===== src/rtl/core/sus_pkg.sv =====
`timescale 1ns / 1ps
package sus_pkg;

	localparam int unsigned DEF_CAPACITY = 64;
	localparam int unsigned MAX_CAPACITY = 64;
	localparam int unsigned KEY_W        = 32;
	localparam int unsigned CNT_W        = 7;
	localparam int unsigned REQ_W        = 2;

	typedef enum logic [REQ_W-1:0] {
		REQ_INSERT   = 2'd0,
		REQ_CONTAINS = 2'd1,
		REQ_SIZE     = 2'd2,
		REQ_PRINT    = 2'd3
	} req_t;

	// per-cycle command broadcast along the cell row
	typedef struct packed {
		logic load;    // insert: cells at or above the slot move up by one
		logic rotate;  // print: each cell takes its right-hand neighbour, the tail cell takes cell 0
	} cell_ctrl_t;

endpackage


===== src/rtl/core/sus_cell.sv =====
`timescale 1ns / 1ps
module sus_cell (
	input  logic                                clk,
	input  sus_pkg::cell_ctrl_t                 ctrl,
	input  logic signed [sus_pkg::KEY_W-1:0]    key,
	input  logic                                occupied,
	input  logic                                tail,
	input  logic                                left_less,
	input  logic signed [sus_pkg::KEY_W-1:0]    left_value,
	input  logic signed [sus_pkg::KEY_W-1:0]    right_value,
	input  logic signed [sus_pkg::KEY_W-1:0]    wrap_value,
	output logic signed [sus_pkg::KEY_W-1:0]    value,
	output logic                                less,
	output logic                                eq
);
	import sus_pkg::*;

	logic signed [KEY_W-1:0] value_q;

	assign value = value_q;
	assign less  = occupied && (value_q < key);
	assign eq    = occupied && (value_q == key);

	always_ff @(posedge clk) begin
		if (ctrl.load) begin
			// the first cell not below the key takes it, those above take the left value
			if (!less) begin
				value_q <= left_less ? key : left_value;
			end
		end else if (ctrl.rotate) begin
			value_q <= tail ? wrap_value : right_value;
		end
	end

endmodule


===== config.mk =====
export PLATFORM = sky130hd
export DESIGN_NAME = sus_cell
export DESIGN_NICKNAME = d
export VERILOG_FILES = /design/src/rtl/core/sus_pkg.sv /design/src/rtl/core/sus_cell.sv
export SDC_FILE = /design/constraint.sdc
export NUM_CORES = 1
export LEC_CHECK = 0
export BUFFER_PORTS_ARGS = -buffer_cell sky130_fd_sc_hd__buf_2
export CAP_MARGIN = 10
export CORE_MARGIN = 1
export CORE_UTILIZATION = 45
export DETAILED_ROUTE_END_ITERATION = 10
export HOLD_SLACK_MARGIN = 0.1
export PLACE_DENSITY = 0.83
export SLEW_MARGIN = 20
export SYNTH_ARGS = -nofsm -noshare
export SYNTH_HDL_FRONTEND = slang
export SYNTH_SLANG_ARGS = --single-unit

===== constraint.sdc =====
create_clock -name clk -period 6.8 [get_ports clk]
set_clock_uncertainty 0.15 [all_clocks]
set_input_delay 0.34 -clock clk [delete_from_list [all_inputs] [get_ports clk]]
set_output_delay 0.34 -clock clk [all_outputs]
set_load 0.05 [all_outputs]

==> metrics.txt <==
clk_lat worst skew=0.29 ns; top-area cell type share of the netlist area=34.2%; CTS tree=yes; root buf cell=clkbuf_8; global-route wire length before repair=11400 um; CTS buffer count=5; Die Wd=81.1 um; Post-CTS Setup Bufs=0; Vias=2763; Placement Cell Area=0.00369 sq mm; post-synthesis mux area share=11.4%; max reg flops=32; outcome=complete, no violations; IO Port Bufs=167; final cell count without fillers=~530; Min-Delay Startpoint=wrap_value[22]; largest family of logic cells by synthesized area=compound AO/OA/AOI/OAI gates; Placed Cells=524; r2r setup slk=3.52 ns; Slew headroom=32.9%; routability cong.=0.843; pin count of the biggest net entering global routing=67; actual slew at the worst max-slew pin=about 1.0 ns; TritonCTS Sinks=32; hold depth=3; die footprint=0.00657 sq mm; final worst-path cycle share=between 40% and 50%; startpoint types=flip-flop; fin nets=between 600 and 700; Final Hold Viols=0; Tot GR Track Use=23.0%; Yosys top cell by area=edfxtp_1; RSZ-0062 raised after global routing=no; Area contributors post-synth=edfxtp_1, ha_1, mux2i_1; vias in the first global route=2553; # fillers=510; overall power=703 uW; # IOs=168; cells after synthesis=299; # hold bufs at CTS=0; setup TNS=0 ns; Pwr Density=184 mW/mm^2; synthesized flop and latch total=32; CP required=6.64 ns; Slew Viols, Final=0; Overflow after GRT=0; post-route design area=0.00382 sq mm; Syn Area/Cell=~9.4 sq um; post-DP HPWL=5770 um; Reg clk slew, reported paths=0.07 ns; CP Class=flip-flop to flip-flop; simple-gate share of the synthesized area=between 10% and 20%; Max IR drop VDD=0.107 mV; P_leak=1.90 nW; vias per cell=5.17; Arrival @ worst endpoint=3.13 ns; Syn Nets=465; YS warnings=0; max_cap viols=0; initial drt markers=72; complex-gate fraction of the synthesized area=20.6%; count of cell types in the netlist=28; CTS HTree Levels=2; RR Startpoint=value[31]$_DFFE_PP_; post-synthesis xor/xnor area fraction=0%; largest fanout on the critical path=17; ANT cells=0; WL final=7420 um; initial core utilization=47.0%; Post-Synth Adder-Cell Area=around 14%; FMAX=305 MHz; Seq/Total Area, Yosys=34.2%; initial antenna violation count=0; FF-to-FF End=value[0]$_DFFE_PP_; Critical Path Sink Type=flip-flop; Final Critical Period=3.28 ns; cts repair resizes=0; # rows=28; R2R depth=8; Die Y=81.1 um; final setup violation count=0; mapped cell area=0.00281 sq mm; share of layout cells above drive strength 1=around 40%; drt first pass iters=4; HP Class=input port to flip-flop; DRC errors left=0; Hold EP=value[22]$_DFFE_PP_; Final ANT Viol Nets=0; layout overhead on the synthesized area=35.8%; Avg WL per Cell=13.9 um; core footprint=0.00599 sq mm; clock buffer depth=2
stage by stage:
| stage | setup WS [ns] | hold slack (ns) | utilization, % |
|---|---|---|---|
| finish | 3.52 | 0.258 | 63.7 |
| global route | 3.28 | 0.270 | 63.7 |
| CTS | 3.25 | 0.247 | 62.9 |
| detailed placement | 3.22 | 0.545 | 61.6 |
| global placement | 3.26 | 0.543 | 61.6 |
| floorplan | 3.28 | 0.443 | - |
cell families after synthesis:
logic type      Yosys count
fa+ha+maj                32
simple gates             63
mux                      32
flops                    32
compound gates           90
buf+inv                  50
worst max-delay path by stage:
stage	start	cells after the start	end	slack, ns
final	value[31]$_DFFE_PP_	8	value[0]$_DFFE_PP_	3.52
after global routing	value[31]$_DFFE_PP_	8	value[27]$_DFFE_PP_	3.28
after CTS	value[31]$_DFFE_PP_	7	value[16]$_DFFE_PP_	3.25
after detailed placement	key[31]	9	value[16]$_DFFE_PP_	3.22
after global placement	key[31]	9	value[13]$_DFFE_PP_	3.26
after floorplan	value[30]$_DFFE_PP_	7	value[0]$_DFFE_PP_	3.28
metal layers:
layer  routed length (um)  vias to the layer above  track usage, %  share of wire [%]
li1                     -                     1420               -                  -
met1                 3050                     1222            25.2                 41
met2                 3780                      104            42.7                 51
met3                  413                       17            5.06                5.6
met4                  174                        0            8.57                2.3
met5                    0                        -               0                  0
where the power goes:
group / switching [mW] / leakage [nW] / internal (mW)
registers: 0.0133 / 0.317 / 0.250
logic: 0.191 / 1.54 / 0.105
clock network: 0.0733 / 0.0453 / 0.0694
total: 0.278 / 1.90 / 0.425
layout by cell type (no fill, tap or decap), types with 2 or more instances in the layout:
cell      synthesis  routed
buf_2             4     167
a21oi_1          44      44
a211oi_1         34      34
nor2b_1          33      33
inv_1            32      32
mux2i_1          32      32
ha_1             32      32
edfxtp_1         32      32
nand2_1          12      12
nor2_1            7       7
clkbuf_8          0       5
nand4_1           4       4
o21ai_0           3       3
o211ai_1          2       2
and3_1            2       2
clkinv_2          0       2
final cells by class:
type,instances,area (sq um),area share (%)
clock buffer,5,68.8,1.80
sequential,32,961,25.2
timing repair buffer,170,891,23.3
multi-input combinational,217,1670,43.7
inverter,32,120,3.15
clock inverter,3,13.8,0.360
tap,75,93.8,2.46
Yosys cell counts, drive strengths merged:
| cell | number |
|---|---|
| a211oi | 34 |
| a21bo | 1 |
| a21oi | 44 |
| a221oi | 1 |
| a2bb2oi | 1 |
| a31oi | 1 |
| a41oi | 1 |
| and3 | 2 |
| buf | 7 |
| clkbuf | 11 |
| edfxtp | 32 |
| ha | 32 |
| inv | 32 |
| mux2i | 32 |
| nand2 | 12 |
| nand3 | 1 |
| nand4 | 5 |
| nor2 | 7 |
| nor2b | 33 |
| nor4 | 2 |
| o211ai | 2 |
| o21a | 1 |
| o21ai | 4 |
| or3 | 1 |
worst max-delay path: stages, from the launching register on:
cell      delay, ns
edfxtp_1       0.40
ha_1           0.37
nand4_1        0.21
nor4_1         0.42
nand2_1        0.18
a31oi_2        0.21
o21ai_1        0.14
a41oi_4        0.67
buf_16         0.23
Power figures use the tool's default switching activity.
